<file path="src/sv/sll_pkg.sv">
// Shared types, constants and controller/datapath interface structs for the linked list engine.
package sll_pkg;

  localparam int unsigned NODE_SLOTS_DEF = 64;
  localparam int unsigned LINK_W = 7;
  localparam int unsigned POS_W = 6;
  localparam int unsigned VALUE_W = 32;
  localparam int unsigned OP_W = 2;
  localparam int unsigned STATUS_W = 2;
  localparam int unsigned S_DATA_W = 40;
  localparam int unsigned M_DATA_W = 40;

  localparam logic [LINK_W-1:0] END_MARK = LINK_W'(127);
  localparam logic [LINK_W-1:0] FIRST_DATA = LINK_W'(2);

  typedef enum logic [OP_W-1:0] {
    OP_INSERT = 2'd0,
    OP_DELETE = 2'd1,
    OP_DUMP   = 2'd2,
    OP_NONE   = 2'd3
  } op_t;

  typedef enum logic [STATUS_W-1:0] {
    ST_OK     = 2'd0,
    ST_BADPOS = 2'd1,
    ST_FULL   = 2'd2
  } status_t;

  typedef enum logic [1:0] {
    RD_CUR  = 2'd0,
    RD_FREE = 2'd1,
    RD_HEAD = 2'd2,
    RD_LINK = 2'd3
  } rd_sel_t;

  typedef enum logic [1:0] {
    WA_CUR  = 2'd0,
    WA_NODE = 2'd1,
    WA_FREE = 2'd2
  } wr_sel_t;

  typedef enum logic [1:0] {
    WD_LINK = 2'd0,
    WD_TMP  = 2'd1,
    WD_NODE = 2'd2
  } wd_sel_t;

  typedef struct packed {
    logic    load;
    logic    rd_en;
    rd_sel_t rd_sel;
    logic    cur_from_rd;
    logic    node_from_rd;
    logic    tmp_from_rd;
    logic    cnt_inc;
    logic    wr_en;
    wr_sel_t wr_sel;
    wd_sel_t wd_sel;
    logic    val_wr;
    logic    init_wr;
    logic    out_load;
    status_t out_status;
    logic    out_has_data;
    logic    out_last;
  } sll_cmd_t;

  typedef struct packed {
    op_t  in_op;
    logic in_pos_zero;
    op_t  op;
    logic rd_end;
    logic walk_done;
    logic walk_next_done;
    logic dump_limit;
    logic out_free;
    logic init_last;
  } sll_status_t;

endpackage

</file>
<file path="src/sv/static_linked_list_engine.sv">
// Top level of the linked list engine: controller plus datapath on stream ports.
// After reset the engine builds the free chain in its link memory and accepts
// no word until that is done. Items are then taken one at a time. The link
// memory has one read port, so walking the list reads one link at a time.
// An item stalls wherever the output word register is not drained. Each
// insert and delete returns one word; a dump returns one word per element, or
// a single empty word when the list is empty. The last word of an item carries
// tlast, and tuser marks words that carry a list element.
module static_linked_list_engine
  import sll_pkg::*;
#(
  parameter int unsigned NODE_SLOTS = NODE_SLOTS_DEF
) (
  input  logic                clk,
  input  logic                rst,
  input  logic                s_tvalid,
  output logic                s_tready,
  input  logic [S_DATA_W-1:0] s_tdata,  // operation, position, value
  output logic                m_tvalid,
  input  logic                m_tready,
  output logic [M_DATA_W-1:0] m_tdata,  // status, element, zero fill
  output logic                m_tuser,  // has_data
  output logic                m_tlast
);

  sll_cmd_t    cmd;
  sll_status_t st;

  sll_ctrl u_ctrl (
    .clk      (clk),
    .rst      (rst),
    .s_tvalid (s_tvalid),
    .s_tready (s_tready),
    .st       (st),
    .cmd      (cmd)
  );

  sll_dp #(
    .NODE_SLOTS (NODE_SLOTS)
  ) u_dp (
    .clk      (clk),
    .rst      (rst),
    .s_tdata  (s_tdata),
    .cmd      (cmd),
    .st       (st),
    .m_tvalid (m_tvalid),
    .m_tready (m_tready),
    .m_tdata  (m_tdata),
    .m_tuser  (m_tuser),
    .m_tlast  (m_tlast)
  );

endmodule

</file>
<file path="src/sv/sll_dp.sv">
// Datapath: node link and value memories, walk registers and the output word register.
module sll_dp
  import sll_pkg::*;
#(
  parameter int unsigned NODE_SLOTS = NODE_SLOTS_DEF
) (
  input  logic                clk,
  input  logic                rst,
  input  logic [S_DATA_W-1:0] s_tdata,
  input  sll_cmd_t            cmd,
  output sll_status_t         st,
  output logic                m_tvalid,
  input  logic                m_tready,
  output logic [M_DATA_W-1:0] m_tdata,
  output logic                m_tuser,
  output logic                m_tlast
);

  localparam int unsigned AW = $clog2(NODE_SLOTS);
  localparam logic [AW-1:0] FREE_HEAD = AW'(0);
  localparam logic [AW-1:0] LIST_HEAD = AW'(1);
  localparam logic [AW-1:0] LAST_SLOT = AW'(NODE_SLOTS - 1);
  localparam logic [POS_W-1:0] DUMP_LAST_CNT = POS_W'(NODE_SLOTS - 3);

  function automatic logic [LINK_W-1:0] reset_link(logic [AW-1:0] idx);
    logic [LINK_W-1:0] r;
    if (idx == FREE_HEAD) begin
      r = FIRST_DATA;
    end else if (idx == LIST_HEAD || idx == LAST_SLOT) begin
      r = END_MARK;
    end else begin
      r = LINK_W'(idx) + LINK_W'(1);
    end
    return r;
  endfunction

  logic [LINK_W-1:0]  link_mem [NODE_SLOTS];
  logic [VALUE_W-1:0] value_mem [NODE_SLOTS];

  op_t                op;
  logic [POS_W-1:0]   pos_m1;
  logic [VALUE_W-1:0] val;
  logic [LINK_W-1:0]  cur;
  logic [LINK_W-1:0]  node;
  logic [LINK_W-1:0]  tmp;
  logic [POS_W-1:0]   cnt;
  logic [AW-1:0]      init_idx;
  logic [LINK_W-1:0]  rd_link;
  logic [VALUE_W-1:0] rd_value;
  logic [STATUS_W-1:0] out_status;
  logic [VALUE_W-1:0] out_element;

  logic [AW-1:0]      rd_addr;
  logic [AW-1:0]      wr_addr;
  logic [LINK_W-1:0]  wr_data;
  logic               link_we;

  always_comb begin
    case (cmd.rd_sel)
      RD_CUR:  rd_addr = cur[AW-1:0];
      RD_FREE: rd_addr = FREE_HEAD;
      RD_HEAD: rd_addr = LIST_HEAD;
      RD_LINK: rd_addr = rd_link[AW-1:0];
      default: rd_addr = cur[AW-1:0];
    endcase
  end

  always_comb begin
    link_we = cmd.wr_en || cmd.init_wr;
    if (cmd.init_wr) begin
      wr_addr = init_idx;
      wr_data = reset_link(init_idx);
    end else begin
      case (cmd.wr_sel)
        WA_CUR:  wr_addr = cur[AW-1:0];
        WA_NODE: wr_addr = node[AW-1:0];
        WA_FREE: wr_addr = FREE_HEAD;
        default: wr_addr = cur[AW-1:0];
      endcase
      case (cmd.wd_sel)
        WD_LINK: wr_data = rd_link;
        WD_TMP:  wr_data = tmp;
        WD_NODE: wr_data = node;
        default: wr_data = rd_link;
      endcase
    end
  end

  always_ff @(posedge clk) begin
    if (link_we) begin
      link_mem[wr_addr] <= wr_data;
    end
    if (cmd.val_wr) begin
      value_mem[node[AW-1:0]] <= val;
    end
    if (cmd.rd_en) begin
      rd_link  <= link_mem[rd_addr];
      rd_value <= value_mem[rd_addr];
    end
  end

  always_ff @(posedge clk) begin
    if (cmd.load) begin
      op     <= op_t'(s_tdata[OP_W-1:0]);
      pos_m1 <= s_tdata[OP_W +: POS_W] - POS_W'(1);
      val    <= s_tdata[OP_W+POS_W +: VALUE_W];
      cur    <= LINK_W'(LIST_HEAD);
    end else if (cmd.cur_from_rd) begin
      cur <= rd_link;
    end
    if (cmd.node_from_rd) begin
      node <= rd_link;
    end
    if (cmd.tmp_from_rd) begin
      tmp <= rd_link;
    end
    if (cmd.out_load) begin
      out_status  <= cmd.out_status;
      out_element <= cmd.out_has_data ? rd_value : '0;
      m_tuser     <= cmd.out_has_data;
      m_tlast     <= cmd.out_last;
    end
  end

  always_ff @(posedge clk) begin
    if (rst) begin
      cnt      <= '0;
      init_idx <= '0;
      m_tvalid <= 1'b0;
    end else begin
      if (cmd.load) begin
        cnt <= '0;
      end else if (cmd.cnt_inc) begin
        cnt <= cnt + POS_W'(1);
      end
      if (cmd.init_wr) begin
        init_idx <= init_idx + AW'(1);
      end
      if (cmd.out_load) begin
        m_tvalid <= 1'b1;
      end else if (m_tready) begin
        m_tvalid <= 1'b0;
      end
    end
  end

  assign m_tdata = {(M_DATA_W - STATUS_W - VALUE_W)'(0), out_element, out_status};

  always_comb begin
    st.in_op          = op_t'(s_tdata[OP_W-1:0]);
    st.in_pos_zero    = (s_tdata[OP_W +: POS_W] == '0);
    st.op             = op;
    st.rd_end         = (rd_link == END_MARK);
    st.walk_done      = (cnt == pos_m1);
    st.walk_next_done = ((cnt + POS_W'(1)) == pos_m1);
    st.dump_limit     = (cnt == DUMP_LAST_CNT);
    st.out_free       = !m_tvalid || m_tready;
    st.init_last      = (init_idx == LAST_SLOT);
  end

endmodule

</file>
<file path="src/sv/sll_ctrl.sv">
// Controller: sequences the link walk, relinking writes, dump and result words.
module sll_ctrl
  import sll_pkg::*;
(
  input  logic        clk,
  input  logic        rst,
  input  logic        s_tvalid,
  output logic        s_tready,
  input  sll_status_t st,
  output sll_cmd_t    cmd
);

  typedef enum logic [18:0] {
    S_INIT       = 19'h00001,
    S_IDLE       = 19'h00002,
    S_WALK       = 19'h00004,
    S_WALK_DATA  = 19'h00008,
    S_INS_FREE   = 19'h00010,
    S_INS_NODE   = 19'h00020,
    S_INS_NFREE  = 19'h00040,
    S_INS_NCUR   = 19'h00080,
    S_INS_W0     = 19'h00100,
    S_INS_W1     = 19'h00200,
    S_DEL_RD     = 19'h00400,
    S_DEL_NODE   = 19'h00800,
    S_DEL_NN     = 19'h01000,
    S_DEL_FH     = 19'h02000,
    S_DEL_W      = 19'h04000,
    S_DUMP_HEAD  = 19'h08000,
    S_DUMP_FIRST = 19'h10000,
    S_DUMP_DATA  = 19'h20000,
    S_RESP       = 19'h40000
  } state_t;

  state_t  state;
  state_t  state_next;
  status_t resp;
  status_t resp_next;

  always_ff @(posedge clk) begin
    if (rst) begin
      state <= S_INIT;
      resp  <= ST_OK;
    end else begin
      state <= state_next;
      resp  <= resp_next;
    end
  end

  assign s_tready = (state == S_IDLE);

  always_comb begin
    state_next = state;
    resp_next  = resp;
    cmd        = '0;
    cmd.rd_sel = RD_CUR;
    cmd.wr_sel = WA_CUR;
    cmd.wd_sel = WD_LINK;
    cmd.out_status = ST_OK;
    unique case (state)
      S_INIT: begin
        cmd.init_wr = 1'b1;
        if (st.init_last) begin
          state_next = S_IDLE;
        end
      end
      S_IDLE: begin
        if (s_tvalid) begin
          cmd.load = 1'b1;
          if (st.in_op == OP_DUMP) begin
            state_next = S_DUMP_HEAD;
          end else if (st.in_op == OP_NONE || st.in_pos_zero) begin
            resp_next  = ST_BADPOS;
            state_next = S_RESP;
          end else begin
            state_next = S_WALK;
          end
        end
      end
      S_WALK: begin
        if (st.walk_done) begin
          state_next = (st.op == OP_INSERT) ? S_INS_FREE : S_DEL_RD;
        end else begin
          cmd.rd_en  = 1'b1;
          cmd.rd_sel = RD_CUR;
          state_next = S_WALK_DATA;
        end
      end
      S_WALK_DATA: begin
        cmd.cur_from_rd = 1'b1;
        cmd.cnt_inc     = 1'b1;
        if (st.rd_end) begin
          resp_next  = ST_BADPOS;
          state_next = S_RESP;
        end else if (st.walk_next_done) begin
          state_next = (st.op == OP_INSERT) ? S_INS_FREE : S_DEL_RD;
        end else begin
          cmd.rd_en  = 1'b1;
          cmd.rd_sel = RD_LINK;
        end
      end
      S_INS_FREE: begin
        cmd.rd_en  = 1'b1;
        cmd.rd_sel = RD_FREE;
        state_next = S_INS_NODE;
      end
      S_INS_NODE: begin
        if (st.rd_end) begin
          resp_next  = ST_FULL;
          state_next = S_RESP;
        end else begin
          cmd.node_from_rd = 1'b1;
          cmd.rd_en        = 1'b1;
          cmd.rd_sel       = RD_LINK;
          state_next       = S_INS_NFREE;
        end
      end
      S_INS_NFREE: begin
        cmd.tmp_from_rd = 1'b1;
        cmd.rd_en       = 1'b1;
        cmd.rd_sel      = RD_CUR;
        state_next      = S_INS_NCUR;
      end
      S_INS_NCUR: begin
        cmd.wr_en  = 1'b1;
        cmd.wr_sel = WA_NODE;
        cmd.wd_sel = WD_LINK;
        cmd.val_wr = 1'b1;
        state_next = S_INS_W0;
      end
      S_INS_W0: begin
        cmd.wr_en  = 1'b1;
        cmd.wr_sel = WA_FREE;
        cmd.wd_sel = WD_TMP;
        state_next = S_INS_W1;
      end
      S_INS_W1: begin
        cmd.wr_en  = 1'b1;
        cmd.wr_sel = WA_CUR;
        cmd.wd_sel = WD_NODE;
        resp_next  = ST_OK;
        state_next = S_RESP;
      end
      S_DEL_RD: begin
        cmd.rd_en  = 1'b1;
        cmd.rd_sel = RD_CUR;
        state_next = S_DEL_NODE;
      end
      S_DEL_NODE: begin
        if (st.rd_end) begin
          resp_next  = ST_BADPOS;
          state_next = S_RESP;
        end else begin
          cmd.node_from_rd = 1'b1;
          cmd.rd_en        = 1'b1;
          cmd.rd_sel       = RD_LINK;
          state_next       = S_DEL_NN;
        end
      end
      S_DEL_NN: begin
        cmd.wr_en  = 1'b1;
        cmd.wr_sel = WA_CUR;
        cmd.wd_sel = WD_LINK;
        cmd.rd_en  = 1'b1;
        cmd.rd_sel = RD_FREE;
        state_next = S_DEL_FH;
      end
      S_DEL_FH: begin
        cmd.wr_en  = 1'b1;
        cmd.wr_sel = WA_NODE;
        cmd.wd_sel = WD_LINK;
        state_next = S_DEL_W;
      end
      S_DEL_W: begin
        cmd.wr_en  = 1'b1;
        cmd.wr_sel = WA_FREE;
        cmd.wd_sel = WD_NODE;
        resp_next  = ST_OK;
        state_next = S_RESP;
      end
      S_DUMP_HEAD: begin
        cmd.rd_en  = 1'b1;
        cmd.rd_sel = RD_HEAD;
        state_next = S_DUMP_FIRST;
      end
      S_DUMP_FIRST: begin
        if (st.rd_end) begin
          resp_next  = ST_OK;
          state_next = S_RESP;
        end else begin
          cmd.rd_en  = 1'b1;
          cmd.rd_sel = RD_LINK;
          state_next = S_DUMP_DATA;
        end
      end
      S_DUMP_DATA: begin
        if (st.out_free) begin
          cmd.out_load     = 1'b1;
          cmd.out_status   = ST_OK;
          cmd.out_has_data = 1'b1;
          cmd.out_last     = st.rd_end || st.dump_limit;
          cmd.cnt_inc      = 1'b1;
          if (st.rd_end || st.dump_limit) begin
            state_next = S_IDLE;
          end else begin
            cmd.rd_en  = 1'b1;
            cmd.rd_sel = RD_LINK;
          end
        end
      end
      S_RESP: begin
        if (st.out_free) begin
          cmd.out_load   = 1'b1;
          cmd.out_status = resp;
          cmd.out_last   = 1'b1;
          state_next     = S_IDLE;
        end
      end
      default: begin
        state_next = S_IDLE;
      end
    endcase
  end

endmodule
</file>
<file path="config.mk">
export PLATFORM = sky130hd
export DESIGN_NAME = static_linked_list_engine
export DESIGN_NICKNAME = d
export VERILOG_FILES = /design/src/sv/sll_pkg.sv /design/src/sv/static_linked_list_engine.sv /design/src/sv/sll_dp.sv /design/src/sv/sll_ctrl.sv
export SDC_FILE = /design/constraint.sdc
export NUM_CORES = 2
export LEC_CHECK = 0
export ABC_AREA = 1
export BUFFER_PORTS_ARGS = -buffer_cell sky130_fd_sc_hd__buf_4
export CORE_MARGIN = 4
export CORE_UTILIZATION = 23
export DETAILED_ROUTE_END_ITERATION = 8
export HOLD_SLACK_MARGIN = 0.05
export SLEW_MARGIN = 20
export SYNTH_ARGS = -nofsm -noshare
export SYNTH_HDL_FRONTEND = slang
export SYNTH_SLANG_ARGS = --single-unit
</file>
<file path="constraint.sdc">
create_clock -name clk -period 6.44 [get_ports clk]
set_input_delay 1.288 -clock clk [delete_from_list [all_inputs] [get_ports clk]]
set_output_delay 1.288 -clock clk [all_outputs]
set_load 0.005 [all_outputs]
</file>
# Word-level counts from Yosys, hierarchy flattened
# Memory sizes are Yosys's and may differ from the RTL's. A register that Yosys moved wholly into a read port is not among the register bits.
# Index checks and enable logic that the tools add are counted.
[word_totals]
word_cells = 146
inputBits = 44
mem_count = 2
latch_bits = 0
out_inout_bits = 44
romBits = 0
mem_bits_rw = 2496
regBits = 130
[mem_list]
columns = ["name", "words", "width", "read_ports", "rd_ports_with_merged_regs", "write_ports", "line", "rtl"]
rows = [
  ["u_dp.value_mem", 64, 32, 1, 1, 1, "sll_dp.sv:38", "logic [VALUE_W-1:0] value_mem [NODE_SLOTS];"],
  ["u_dp.link_mem", 64, 7, 1, 1, 1, "sll_dp.sv:37", "logic [LINK_W-1:0] link_mem [NODE_SLOTS];"],
]
[classes]
shifts = 0
add_sub_neg = 4
muxes = 58
n_eq_ne = 45
div_mod_pow = 0
n_lt_le_gt_ge = 0
reduce_logical = 22
n_bitwise = 0
n_mul = 0
[op_table]
columns = ["op", "count"]
rows = [
  ["case mux 19 bit (18 select lines)", 1],
  ["two-way mux 19 bit", 13],
  ["case mux 5 bit (5 select lines)", 1],
  ["case mux 6 bit (4 select lines)", 1],
  ["two-way mux 3 bit", 7],
  ["two-way mux 7 bit", 3],
  ["case mux 3 bit (7 select lines)", 1],
  ["equality test 19 x 1 -> 1 bit, second input constant", 1],
  ["equality test 19 x 10 -> 1 bit, second input constant", 1],
  ["equality test 19 x 11 -> 1 bit, second input constant", 1],
  ["equality test 19 x 12 -> 1 bit, second input constant", 1],
  ["equality test 19 x 13 -> 1 bit, second input constant", 1],
  ["equality test 19 x 14 -> 1 bit, second input constant", 1],
  ["equality test 19 x 15 -> 1 bit, second input constant", 1],
  ["equality test 19 x 16 -> 1 bit, second input constant", 1],
  ["equality test 19 x 17 -> 1 bit, second input constant", 1],
  ["equality test 19 x 18 -> 1 bit, second input constant", 1],
  ["equality test 19 bit, second input constant", 1],
  ["equality test 19 x 2 -> 1 bit, second input constant", 1],
  ["equality test 19 x 3 -> 1 bit, second input constant", 1],
  ["equality test 19 x 4 -> 1 bit, second input constant", 1],
  ["equality test 19 x 5 -> 1 bit, second input constant", 1],
  ["equality test 19 x 6 -> 1 bit, second input constant", 1],
  ["equality test 19 x 7 -> 1 bit, second input constant", 1],
  ["34 further kinds", 85],
]

# Logic depth before layout (Yosys ltp)
[logic_depth]
word_depth = 7
ltp_mapped = 26
ltp_nobuf = 24

# Cells and area by module
# A second synthesis with hierarchy kept.
[hier_totals]
hier_cells = 10505
hier_area_um2 = 114235.8
[by_module_without_submodules]
columns = ["module", "area_per_inst_um2", "cells_each", "instances"]
rows = [
  ["sll_dp", 112656.8, 10270, 1],
  ["sll_ctrl", 1579.0, 235, 1],
]

# Worst setup path before layout
# Ideal clock, no wire load.
[synth_timing]
path_type = "flip-flop to flip-flop"
start = "reg u_ctrl.state[6]"
end = "mem u_dp.link_mem[0][6] (data pin)"
slack_ns = 0.987
arrival_ns = 4.724
setup_time_ns = 0.729
path_buffers = 1
period_less_slack_ns = 5.453
required_ns = 5.711
stages_incl_launch_ff = 13
cell_sequence = "dfxtp_1 -> nor2_1 -> nand2_2 -> nor2_8 -> nand2_1 -> or2_2 -> nand2_1 -> inv_1 -> ha_1 -> buf_1 -> inv_1 -> nor2_1 -> o32ai_1"
[synth_via]
elab_chain_cells = 6
elab_cells_between_ends = 14
cone_classes = "9 x eq/ne; 4 x mux; 1 x reduce/logical"
[synth_rtl]
columns = ["item", "line", "rtl"]
rows = [
  ["from (decl)", "sll_ctrl.sv:35", "state_t state;"],
  ["from (signal assigned)", "sll_ctrl.sv:45", "state <= state_next;"],
  ["equality test 19 x 8 -> 1 bit or equality test 19 x 14 -> 1 bit (tied branches)", "sll_ctrl.sv:60", "unique case (state)"],
  ["OR reduction 2 bit (no line)", "--", ""],
  ["case mux 5 bit (5 select lines)", "sll_ctrl.sv:60", ""],
  ["equality test 2 bit or equality test 2 x 1 -> 1 bit (tied branches)", "sll_dp.sv:80", "case (cmd.wd_sel)"],
  ["case mux 7 bit (2 select lines)", "sll_dp.sv:80", ""],
  ["two-way mux 7 bit *", "sll_dp.sv:70", "if (cmd.init_wr) begin"],
  ["net u_dp.wr_data[6]", "sll_dp.sv:55", "logic [LINK_W-1:0] wr_data;"],
  ["to (decl)", "sll_dp.sv:37", ""],
]
# Mark *: on every way through the listed nets, which the timed path passes. The rest lies on a longest branch.

# Worst setup path after layout
[layout_timing]
start = "reg u_dp.rd_link[0] (read register of u_dp.link_mem)"
end = "reg u_dp.rd_value[13] (read register of u_dp.value_mem) (data pin)"
[layout_via]
elab_chain_cells = 7
elab_cells_between_ends = 12
cone_classes = "4 x eq/ne; 6 x mux; 2 x reduce/logical"
[layout_rtl]
columns = ["item", "line", "rtl"]
rows = [
  ["from (decl)", "sll_dp.sv:48", "logic [LINK_W-1:0] rd_link;"],
  ["equality test 7 bit", "sll_dp.sv:153", "st.rd_end = (rd_link == END_MARK);"],
  ["logical OR 1 bit", "sll_ctrl.sv:203", "if (st.rd_end || st.dump_limit) begin"],
  ["two-way mux 3 bit", "sll_ctrl.sv:203", ""],
  ["two-way mux 3 bit", "sll_ctrl.sv:197", "if (st.out_free) begin"],
  ["case mux 3 bit (7 select lines)", "sll_ctrl.sv:60", ""],
  ["equality test 2 bit (tied with other cells)", "sll_dp.sv:59", "case (cmd.rd_sel)"],
  ["case mux 6 bit (4 select lines)", "sll_dp.sv:59", ""],
  ["to (decl)", "sll_dp.sv:49", "logic [VALUE_W-1:0] rd_value;"],
]
# Parallel ways exist; a longest one is shown, timed or not.
# A chain may end at the register's enable or synchronous reset.

==> results.yml <==
status:
  status: "completed"
synthesis:
  synth_common_cells: "2625 x edfxtp_1, 2503 x nand3_1, 1788 x nand2_1"
  syn_inst: 10516
  async_flop_share_pct: 0
  synthFlopType: "edfxtp_1"
  yosys.area.top_type: "edfxtp_1"
  synth.top_cell.area_share_pct: 67.33
  synth_most_common_cell: "edfxtp_1"
  ys_ff_latch: 2665
  synthDistinctLibCells: 52
  seq_area_frac_synth_pct: 68.01
  syn-cell-area_um2: 117100
  syn_area_per_cell_um2: 11.13
  synth-edff-count: 2625
  yosys_warnings: 0
  synth_area_leaders: "edfxtp_1 67%, nand3_1 11%, nand3b_1 5.8%, nand2_1 5.7%, inv_1 5.0%"
power_and_ir_drop:
  vdd_drop_max_v: 0.0002298
  power_density_nw_per_um2: 271.1
  p_leak_nw: 49.49
placement:
  gp_congestion: 0.8456
  dp_hpwl_um: 199200
  port_buffers: 81
worst_setup_path:
  endpoint_kind: "register"
  path_class: "register to register"
  arrival_ps: 5730
  r2r_cells: 20
  reg2reg_slack_ps: 1330
  reg2reg_to: "u_dp.rd_value[13]$_DFFE_PP_"
  required_ps: 7060
  cp_max_fo: 92
  rr_startpoint: "u_dp.rd_link[0]$_DFFE_PP_"
  start_kind: "register"
layout:
  drive_gt1_share_pct: 8.055
  fill_cells: 52280
  multiInputGateArea_um2: 28810
  areaGrowthSynthToFinish_pct: 15.01
  utilization_pct: 26.60
  finalNetCount: 10528
  final-seq-area_um2: 79630
routing:
  wl_per_cell_um: 20.73
  vias: 78601
  drc_errors: 0
  wl_um: 360500
  dr.pass1.iters: 6
  ant_nets: 0
  drtIter0Drc: 9304
  viasPerCell: 4.521
clock_tree:
  cts.htree.levels: 5
  cts_root_buf: "clkbuf_16"
  ctsHoldBuffers: 0
  clock_path_buffers: 4
  cts_tree: "built"
  cts_buffers: 274
  cts.sinks: 2665
  cts-resized-gates: 0
  clkLatencyLatePin_ps: 920
  path_clk_slew_ps: 60
  post_cts.repair.setup_buffers: 0
global_routing:
  grt_pass1_vias: 74201
  grt_usage_pct: 13.25
  grt_pass1_wl_um: 521700
  gr-max-usage-layer: "met2"
  grt_util_met3_pct: 1.729
  overflow: 0
  use_met1_pct: 16.69
  met2_usage_pct: 22.47
  grt_max_degree: 209
  grt_antenna_before_repair: 8
timing:
  period_needed_ps: 5112
  final.period_utilization_pct: 79.38
  hold_viol: 0
  fin_worst_hold_slack_ps: 468.4
  tightest_slew_ps: 1128
  fmax_mhz: 195.6
  clock_skew_ps: 112.5
  rsz0062_at_grt: "no"
  setup-tns-final_ps: 0
  setup_viol: 0
  slew_headroom_pct: 24.61
  drv_slew: 0
floorplan:
  dieArea_um2: 520500
  boundaryPins: 88
  die_w_um: 721.5
  core.rowCount: 261
  initial_core_util_pct: 23.13
  chipHeight_um: 721.5
  fp.coreArea_um2: 506200
worst_hold_path:
  holdPathStages: 2
  hp-class: "register to register"
  min_to: "u_ctrl.resp[1]$_SDFFE_PP0P_"
  min_from: "u_ctrl.resp[1]$_SDFFE_PP0P_"
job:
  maxCapViolations: 0
==> where the power goes <==
part,leakage (nW),switching [W],internal [W]
Sequential,24.0,0.0000304,0.0194
Combinational,21.3,0.00103,0.000204
Clock,4.24,0.00686,0.00896
==> layout by cell type, fill, tap and decap left out, drive strengths merged, types with 4 or more instances in the layout <==
master,n
edfxtp,2625
nand3,2508
nand2,1799
inv,1596
nand3b,897
buf,348
clkbuf,325
nor2,249
clkinv,107
dfxtp,40
o21ai,32
bufinv,25
a21oi,19
nor3,16
nand4,14
ha,9
nor4,7
a221oi,7
xor2,6
conb,6
clkinvlp,6
o31ai,6
diode,5
a211oi,4
or2,4
a31oi,4
==> stage by stage <==
step / total power (W) / cells / setup WS (ps) / instance area, um2
floorplan: 0.02044 / 10521 / 986.8 / 117100
global placement: 0.02104 / 16904 / 762.9 / 126000
detailed placement: 0.02107 / 16904 / 765.9 / 126000
CTS: 0.03674 / 17381 / 1342 / 134600
global route: 0.03752 / 17383 / 1083 / 134600
finish: 0.03650 / 17387 / 1328 / 134700
==> kinds of logic after synthesis <==
group                    share of synthesized area [%]
AO/OA/AOI/OAI                                   0.4232
buffers and inverters                            7.961
adder cells (fa/ha/maj)                        0.09618
flip-flops                                       68.01
XOR/XNOR                                       0.06733
AND/OR/NAND/NOR                                  23.44
other                                         0.003203
==> flip-flops by register name (all words and copies together), names as in the netlist, 19 cells and up <==
register          flops
u_ctrl.state         19
u_dp.val             32
u_dp.link_mem       448
u_dp.out_element     32
u_dp.rd_value        32
u_dp.value_mem     2048
==> final cells by class <==
cell class	count	area share, %
flip-flops and latches	2665	59.13
repair buffers	348	2.382
clock buffers	325	5.296
multi-input cells	5604	21.39
inverters	1582	4.434
clock inverters	152	1.121
diodes	5	0.009292
well taps	6706	6.231
==> how the worst max path moves through the flow <==
stage,cells past startpoint,from,slack (ps),to
finish,20,u_dp.rd_link[0]$_DFFE_PP_,1330,u_dp.rd_value[13]$_DFFE_PP_
global route,20,u_dp.rd_link[0]$_DFFE_PP_,1080,u_dp.rd_value[13]$_DFFE_PP_
CTS,20,u_dp.rd_link[0]$_DFFE_PP_,1340,u_dp.rd_value[13]$_DFFE_PP_
detailed placement,19,m_tready,770,u_dp.rd_value[13]$_DFFE_PP_
global placement,15,m_tready,760,u_dp.rd_value[13]$_DFFE_PP_
floorplan,12,u_ctrl.state[6]$_SDFFE_PP0P_,990,u_dp.link_mem[0][6]$_DFFE_PP_
==> per-layer routing <==
metal  wire, um  up-vias
li1           -    35808
met1     141100    38620
met2     173600     3483
met3      27070      686
met4      18690        4
met5         23        -
==> critical path, cell delays in order (launching register included) <==
cell and delay [ps]:
edfxtp_1 590, nand2_1 90, nor2_1 140, nand2_2 150, nand4_1 230, nand2_1 320
inv_2 150, nand2_2 100, nor2_8 180, nand2_2 110, nand2_8 280, nand2_8 310
clkinv_8 570, buf_4 400, nand2_1 90, nand3_1 90, nand3_1 70, nand3_1 90
nand3_1 250, nand3_1 440, nand2_1 80
No activity file was read; power rests on OpenSTA's default activity.
